`config.mk`:
```
export PLATFORM = sky130hd
export DESIGN_NAME = signed_int_to_decimal_ascii
export DESIGN_NICKNAME = d
export VERILOG_FILES = /design/src/rtl/core/sidasc_pkg.sv /design/src/rtl/core/signed_int_to_decimal_ascii.sv
export SDC_FILE = /design/constraint.sdc
export NUM_CORES = 1
export LEC_CHECK = 0
export ABC_AREA = 1
export BUFFER_PORTS_ARGS = -buffer_cell sky130_fd_sc_hd__buf_2
export CORE_ASPECT_RATIO = 1.1
export CORE_MARGIN = 2
export CORE_UTILIZATION = 39
export DETAILED_ROUTE_END_ITERATION = 7
export GPL_TIMING_DRIVEN = 0
export PLACE_DENSITY = 0.66
export REMOVE_ABC_BUFFERS = 1
export SLEW_MARGIN = 20
export SYNTH_ARGS = -nofsm -noshare
export SYNTH_HDL_FRONTEND = slang
export SYNTH_SLANG_ARGS = --single-unit
```
`constraint.sdc`:
```
create_clock -name clk -period 4.5 [get_ports clk]
set_clock_uncertainty 0.05 [all_clocks]
set_input_delay 0.675 -clock clk [delete_from_list [all_inputs] [get_ports clk]]
set_output_delay 0.675 -clock clk [all_outputs]
set_load 0.02 [all_outputs]
```
`src/rtl/core/sidasc_pkg.sv`:
```
// shared types and constants for the signed integer to decimal ascii formatter
// no dependencies

package sidasc_pkg;

  localparam int VALUE_W  = 32;
  localparam int DIGITS   = 10;
  localparam int BCD_W    = 4 * DIGITS;
  localparam int BITCNT_W = $clog2(VALUE_W);
  localparam int DIGCNT_W = $clog2(DIGITS + 1);

  localparam logic [7:0] ASCII_ZERO  = 8'h30;
  localparam logic [7:0] ASCII_MINUS = 8'h2D;

  typedef enum logic [2:0] {
    ST_IDLE,
    ST_CONV,
    ST_SKIP,
    ST_SIGN,
    ST_EMIT
  } state_t;

endpackage

```
`src/rtl/core/signed_int_to_decimal_ascii.sv`:
```
// signed 32-bit integer to decimal ascii text, one character per output item
// depends on sidasc_pkg
//
//   channel | handshake          | payload
//   --------+--------------------+------------------------------
//   in      | in_valid, in_stall | value (32 bits, signed)
//   out     | out_valid, out_stall | character (8 bits), last
//
// an item is loaded, converted bit-serially by shift-and-adjust (double dabble), has its
// leading zero digits dropped, then gives a sign character for negative values and one
// character per digit; fewer digits mean more dropped zeros. out_stall holding the output
// register delays the loading of characters. in_stall stays high from acceptance until
// the last character is loaded, so no new item is taken before then.
// rst is synchronous and clears the sequencer and output valid.

module signed_int_to_decimal_ascii
  import sidasc_pkg::*;
(
  input  logic                clk,
  input  logic                rst,
  input  logic                in_valid,
  output logic                in_stall,
  input  logic signed [31:0]  value,
  output logic                out_valid,
  input  logic                out_stall,
  output logic [7:0]          character,
  output logic                last
);

  state_t                state;
  state_t                state_next;
  logic [VALUE_W-1:0]    mag;
  logic [BCD_W-1:0]      bcd;
  logic [BCD_W-1:0]      bcd_adj;
  logic                  neg;
  logic [BITCNT_W-1:0]   bit_cnt;
  logic [DIGCNT_W-1:0]   dig_cnt;
  logic                  slot_free;
  logic                  top_zero;
  logic                  load_sign;
  logic                  load_digit;
  logic [3:0]            top_digit;

  assign slot_free = !out_valid || !out_stall;
  assign top_digit = bcd[BCD_W-1 -: 4];
  assign top_zero  = (top_digit == 4'd0);

  // add 3 to every digit of 5 or more before the shift
  always_comb begin
    for (int i = 0; i < DIGITS; i++) begin
      bcd_adj[4*i +: 4] = (bcd[4*i +: 4] >= 4'd5) ? bcd[4*i +: 4] + 4'd3 : bcd[4*i +: 4];
    end
  end

  always_comb begin
    state_next = state;
    unique case (state)
      ST_IDLE: begin
        if (in_valid) state_next = ST_CONV;
      end
      ST_CONV: begin
        if (bit_cnt == BITCNT_W'(VALUE_W - 1)) state_next = ST_SKIP;
      end
      ST_SKIP: begin
        if (!(top_zero && dig_cnt > DIGCNT_W'(1))) state_next = neg ? ST_SIGN : ST_EMIT;
      end
      ST_SIGN: begin
        if (slot_free) state_next = ST_EMIT;
      end
      ST_EMIT: begin
        if (slot_free && dig_cnt == DIGCNT_W'(1)) state_next = ST_IDLE;
      end
      default: state_next = ST_IDLE;
    endcase
  end

  always_comb begin
    in_stall   = 1'b1;
    load_sign  = 1'b0;
    load_digit = 1'b0;
    unique case (state)
      ST_IDLE: in_stall   = 1'b0;
      ST_SIGN: load_sign  = slot_free;
      ST_EMIT: load_digit = slot_free;
      default: ;
    endcase
  end

  always_ff @(posedge clk) begin
    if (rst) begin
      state <= ST_IDLE;
    end else begin
      state <= state_next;
    end
  end

  always_ff @(posedge clk) begin
    unique case (state)
      ST_IDLE: begin
        neg     <= value[VALUE_W-1];
        mag     <= value[VALUE_W-1] ? (~value + VALUE_W'(1)) : value;
        bcd     <= '0;
        bit_cnt <= '0;
        dig_cnt <= DIGCNT_W'(DIGITS);
      end
      ST_CONV: begin
        bcd     <= {bcd_adj[BCD_W-2:0], mag[VALUE_W-1]};
        mag     <= {mag[VALUE_W-2:0], 1'b0};
        bit_cnt <= bit_cnt + BITCNT_W'(1);
      end
      ST_SKIP: begin
        if (top_zero && dig_cnt > DIGCNT_W'(1)) begin
          bcd     <= {bcd[BCD_W-5:0], 4'd0};
          dig_cnt <= dig_cnt - DIGCNT_W'(1);
        end
      end
      ST_EMIT: begin
        if (load_digit) begin
          bcd     <= {bcd[BCD_W-5:0], 4'd0};
          dig_cnt <= dig_cnt - DIGCNT_W'(1);
        end
      end
      default: ;
    endcase
  end

  // output register
  always_ff @(posedge clk) begin
    if (rst) begin
      out_valid <= 1'b0;
    end else if (load_sign || load_digit) begin
      out_valid <= 1'b1;
    end else if (!out_stall) begin
      out_valid <= 1'b0;
    end
  end

  always_ff @(posedge clk) begin
    if (load_sign) begin
      character <= ASCII_MINUS;
      last      <= 1'b0;
    end else if (load_digit) begin
      character <= ASCII_ZERO + {4'd0, top_digit};
      last      <= (dig_cnt == DIGCNT_W'(1));
    end
  end

endmodule

```
# [After elaboration in Yosys (flattened, before gate mapping)]
# Index checks and enable logic that the tools add are counted.
[totals] reg_bits=95 inputBits=36 word_cells=94
[classes] n_addsub=14 order_cmp=11 n_eq_ne=14 mux=31 n_bitwise=1 reduce_logical=14
[op_table] operator="one-hot mux 40 bit (4 select lines)" n=1
[op_table] operator="two-way mux 40 bit" n=2
[op_table] operator="one-hot mux 32 bit (2 select lines)" n=1
[op_table] operator="two-way mux 4 bit" n=11
[op_table] operator=">= comparator 4 x 3 -> 1 bit (second input constant)" n=10
[op_table] operator="adder 4 x 2 -> 4 bit (second input constant)" n=9
[op_table] operator="adder 32 x 2 -> 32 bit (second input constant)" n=1
[op_table] operator="two-way mux 32 bit" n=1
[op_table] operator="inverter 32 bit" n=1
[op_table] operator="two-way mux 3 bit" n=7
[op_table] operator="one-hot mux 3 bit (5 select lines)" n=1
[op_table] operator="!= test 2 bit (second input constant)" n=7
[op_table] operator="one-hot mux 4 bit (3 select lines)" n=1
[op_table] operator="one-hot mux 5 bit (2 select lines)" n=1
[op_table] operator="adder 6 x 4 -> 7 bit (first input constant)" n=1
[op_table] operator="equality test 3 x 2 -> 1 bit (second input constant)" n=2
[op_table] operator="AND reduction 3 bit" n=2
[op_table] operator="adder 5 x 1 -> 5 bit (second input constant)" n=1
[op_table] operator="equality test 5 bit (second input constant)" n=1
[op_table] operator="two-way mux 1 bit" n=5
[op_table] operator="AND reduction 5 bit" n=1
[op_table] operator="equality test 4 x 1 -> 1 bit (second input constant)" n=1
[op_table] operator="> comparator 4 x 1 -> 1 bit (second input constant)" n=1
[op_table] operator="logical NOT 4 bit" n=1
[op_table] operator="12 further kinds" n=15

# [Longest topological paths before layout]
[logic_depth] depth_word=5 depth_mapped=10 depth_no_buf=10

# [Least setup slack after synthesis]
# OpenSTA, ideal clock, no wires.
[synth_path] kind="reg2reg" startpoint="reg bcd[36]" endpoint="reg bcd[0], enable pin" setup_time_ps=461 arrival_time_ps=3121 t_required_ps=3989 path_slack_ps=868 path_stages_with_launch=8 path_buffers=0 synth_period_minus_slack_ps=3632 cell_sequence="edfxtp_1 inv_1 ha_1 nor3b_1 nand2_1 nand2_1 o21ai_0 a31oi_1"
[synth_between] elab_chain_cells=4
[synth_rtl] item="start, declared" line_no="signed_int_to_decimal_ascii.sv:33" rtl="logic [BCD_W-1:0] bcd;"
[synth_rtl] item="start signal, assigned" line_no="signed_int_to_decimal_ascii.sv:107" rtl="bcd <= {bcd_adj[BCD_W-2:0], mag[VALUE_W-1]};"
[synth_rtl] item="start signal, assigned" line_no="signed_int_to_decimal_ascii.sv:113" rtl="bcd <= {bcd[BCD_W-5:0], 4'd0};"
[synth_rtl] item="start signal, assigned" line_no="signed_int_to_decimal_ascii.sv:119" rtl="bcd <= {bcd[BCD_W-5:0], 4'd0};"
[synth_rtl] item="logical NOT 4 bit" line_no="signed_int_to_decimal_ascii.sv:46" rtl="assign top_zero = (top_digit == 4'd0);"
[synth_rtl] item="logical AND 1 bit" line_no="signed_int_to_decimal_ascii.sv:112" rtl="if (top_zero && dig_cnt > DIGCNT_W'(1)) begin"
[synth_rtl] item="!= test 2 bit (no line)"
[synth_rtl] item="AND reduction 3 bit (no line)"
# No other way between the ends.
# A chain may end at the register's enable or synchronous reset.

# [Final worst setup path]
[layout_path] startpoint="reg state[1]" endpoint="reg mag[30] (data pin)"
[layout_between] elab_chain_cells=2 elab_cells_between_ends=3 cone_classes="eq/ne (1); mux (1); reduce/logical (1)"
[layout_rtl] item="start, declared" line_no="signed_int_to_decimal_ascii.sv:30" rtl="state_t state;"
[layout_rtl] item="start signal, assigned" line_no="signed_int_to_decimal_ascii.sv:93" rtl="state <= state_next;"
[layout_rtl] item="equality test 3 x 1 -> 1 bit or logical NOT 3 bit (tied branches)" line_no="signed_int_to_decimal_ascii.sv:98" rtl="unique case (state)"
[layout_rtl] item="one-hot mux 32 bit (2 select lines) (*)" line_no="signed_int_to_decimal_ascii.sv:98"
[layout_rtl] item="end signal, assigned" line_no="signed_int_to_decimal_ascii.sv:101" rtl="mag <= value[VALUE_W-1] ? (~value + VALUE_W'(1)) : value;"
[layout_rtl] item="end signal, assigned" line_no="signed_int_to_decimal_ascii.sv:108" rtl="mag <= {mag[VALUE_W-2:0], 1'b0};"
[layout_rtl] item="end, declared" line_no="signed_int_to_decimal_ascii.sv:32" rtl="logic [VALUE_W-1:0] mag;"
# Mark *: on every way between the ends. The rest lies on a longest branch, timed or not.

==> qor.csv <==
metric,value,unit
ctsResizeCount,0,
max_freq,0.348,GHz
die_w,119,µm
ios,47,
rr_endpoint,mag[30],
gr-total-overflow,0,
min_to,character[4],
drtIter0Drc,185,
synthAdderAreaFrac,5.72,%
clk_pin_slew,60,ps
cts.sinks,92,
async_flop_share,0,%
run_status,"complete, no violations",
fill_cells,1419,
synth_compound_area_share,14.5,%
firstDrtPassIters,5,
mostFrequentLayoutCells,"146 x nand2_1, 96 x inv_1, 82 x edfxtp_1, 76 x o21ai_0, 67 x nor2_1",
synth_edf_count,82,
start_util,39.7,%
min_path_type,reg -> reg,
reg2reg_slack,1620,ps
cts_buffer_depth,2,
multiInputGateArea,2580,µm²
slew_headroom,40.0,%
rsz0062_at_grt,false,
port_buffers,43,
final_antenna_net_count,0,
syn_area,5690,µm²
rows,46,
hold_violations,0,
antenna_found_initial,0,
critPathRequiredTime,4560,ps
period_share,63.9,%
syn_avg_cell_area,8.13,µm²
max_cap_viol_count,0,
seqCellArea,2660,µm²
layout_commonest_cell,nand2_1,
die_h,131,µm
r2r_start,state[1],
final.setup.tns,0,ps
dieArea,15600,µm²
area_delta_synth_final,12.4,%
gp_congestion,0.846,
cts_setup_buffers,0,
synthMuxAreaShare,0,%
place_inst,917,
final_cells,933,
routed_wl,11700,µm
min_from,character[4],
nets,798,
yosys_warnings,0,
place_hpwl,8290,µm
dp_slack,1230,ps
postCtsHoldBufs,0,
finalInstanceArea,6390,µm²
num_antenna_cells,0,
fin_crit,2880,ps
startpoint_type,register,
drive_gt1_share,9.58,%
yosys.area_share.simple,21.9,%
clk_latency,350,ps
drc,0,
finalMaxSlewViolations,0,
core_area,14300,µm²
synth_top_family_by_area,simple AND/OR/NAND/NOR gates,
ys.flop_type,edfxtp_1,
ys_seq_area_share,46.8,%
cts_tree,done,
numCtsBuffers,9,
critPathMaxFanout,68,
r2r_cells,8,
via_count,4677,
end_kind,register,
min_path_cells,2,
place_area,6110,µm²
finalWorstSetupSlack,1620,ps
synth_cell_types,35,
vdd_drop_max,0.000546,V
clockRootBuffer,clkbuf_16,
syn_inst,700,
grt_pass1_vias,4387,
grt_usage,16.1,%
setup_violations,0,
vias_per_cell,5.01,
synth_xor_area_share,2.46,%
arrival,2940,ps
grt_pass1_wl,20200,µm
grt_max_degree,69,
ys_seq_elements,92,
p_leak,2.75,nW
crit_type,reg -> reg,
tightest_slew,899,ps
power_density,715,nW/µm²
cts_htree_levels,3,
avgRoutedWirePerCell,12.6,µm
worst max-delay path: stages (launching register included):
cell	delay, ps
dfxtp_1	380
inv_1	110
nand3_4	430
clkinv_2	860
or2_1	480
inv_1	70
nand4_1	100
nand2_1	90
nor2_1	40
through the flow:
step           util, %  hold slack (ps)  total power, mW
2_1_floorplan        -              445             3.25
3_3_place_gp      42.2              386             3.69
3_5_place_dp      42.7              390             3.90
4_1_cts           44.6              400             4.62
5_1_grt           44.6              434             5.01
6_report          44.6              398             4.57
power by group:
group	switching [mW]	leakage, nW	internal (mW)
clock	0.322	0.130	0.392
sequential	0.211	0.928	1.64
combinational	1.36	1.69	0.642
total	1.90	2.75	2.68
layout make-up:
cell class / count / share of cell area [%]
Multi-Input combinational cell: 489 / 40.3
Sequential cell: 92 / 41.6
Timing Repair Buffer: 45 / 4.23
Tap cell: 192 / 3.76
Clock buffer: 13 / 3.91
Clock inverter: 3 / 0.333
Inverter: 99 / 5.83
worst max path at each step:
stage	from	endpoint	depth (start not counted)
finish	state[1]	mag[30]	8
global route	state[2]	mag[30]	8
detailed placement	state[0]	bcd[27]	4
floorplan	state[0]	bcd[0]	2
global placement	state[0]	bcd[19]	2
CTS	state[0]	bcd[27]	4
cells in the mapped netlist, types with 3 or more instances:
cell type | number | area [µm²]
ha_1 | 26 | 325
o211ai_1 | 3 | 22.5
buf_4 | 5 | 37.5
clkbuf_1 | 8 | 30.0
nand4_1 | 9 | 56.3
inv_1 | 96 | 360
o22ai_1 | 16 | 100
xnor2_1 | 6 | 52.6
xor2_1 | 10 | 87.6
inv_2 | 3 | 11.3
o21ai_1 | 7 | 35.0
nand2_1 | 147 | 552
dfxtp_1 | 10 | 200
o32ai_1 | 5 | 43.8
nand3_1 | 56 | 280
o21ai_0 | 76 | 380
a21oi_1 | 35 | 175
buf_2 | 8 | 40.0
a32o_1 | 4 | 40.0
nor2_1 | 67 | 251
edfxtp_1 | 82 | 2460
flip-flops by register name, indices dropped and copies added, names as in the netlist:
name,cells
character,5
last,1
mag,32
bcd,40
out_valid,1
neg,1
state,3
dig_cnt,4
bit_cnt,5
per-layer routing:
metal,track usage (%),routed length (µm),vias to the layer above
met5,0,0,-
met4,5.39,219,0
met3,3.82,483,16
met2,27.9,5600,88
met1,19.9,5410,2118
li1,-,-,2455
cells by family (layout without fill, tap and decap cells):
kind of cell | Yosys count | count (layout)
flip-flops | 92 | 92
adder cells (fa/ha/maj) | 26 | 26
AND/OR/NAND/NOR | 294 | 294
XOR/XNOR | 16 | 16
other | 2 | 3
buffers and inverters | 120 | 160
AO/OA/AOI/OAI | 150 | 150
No activity file was read; power rests on OpenSTA's default activity.
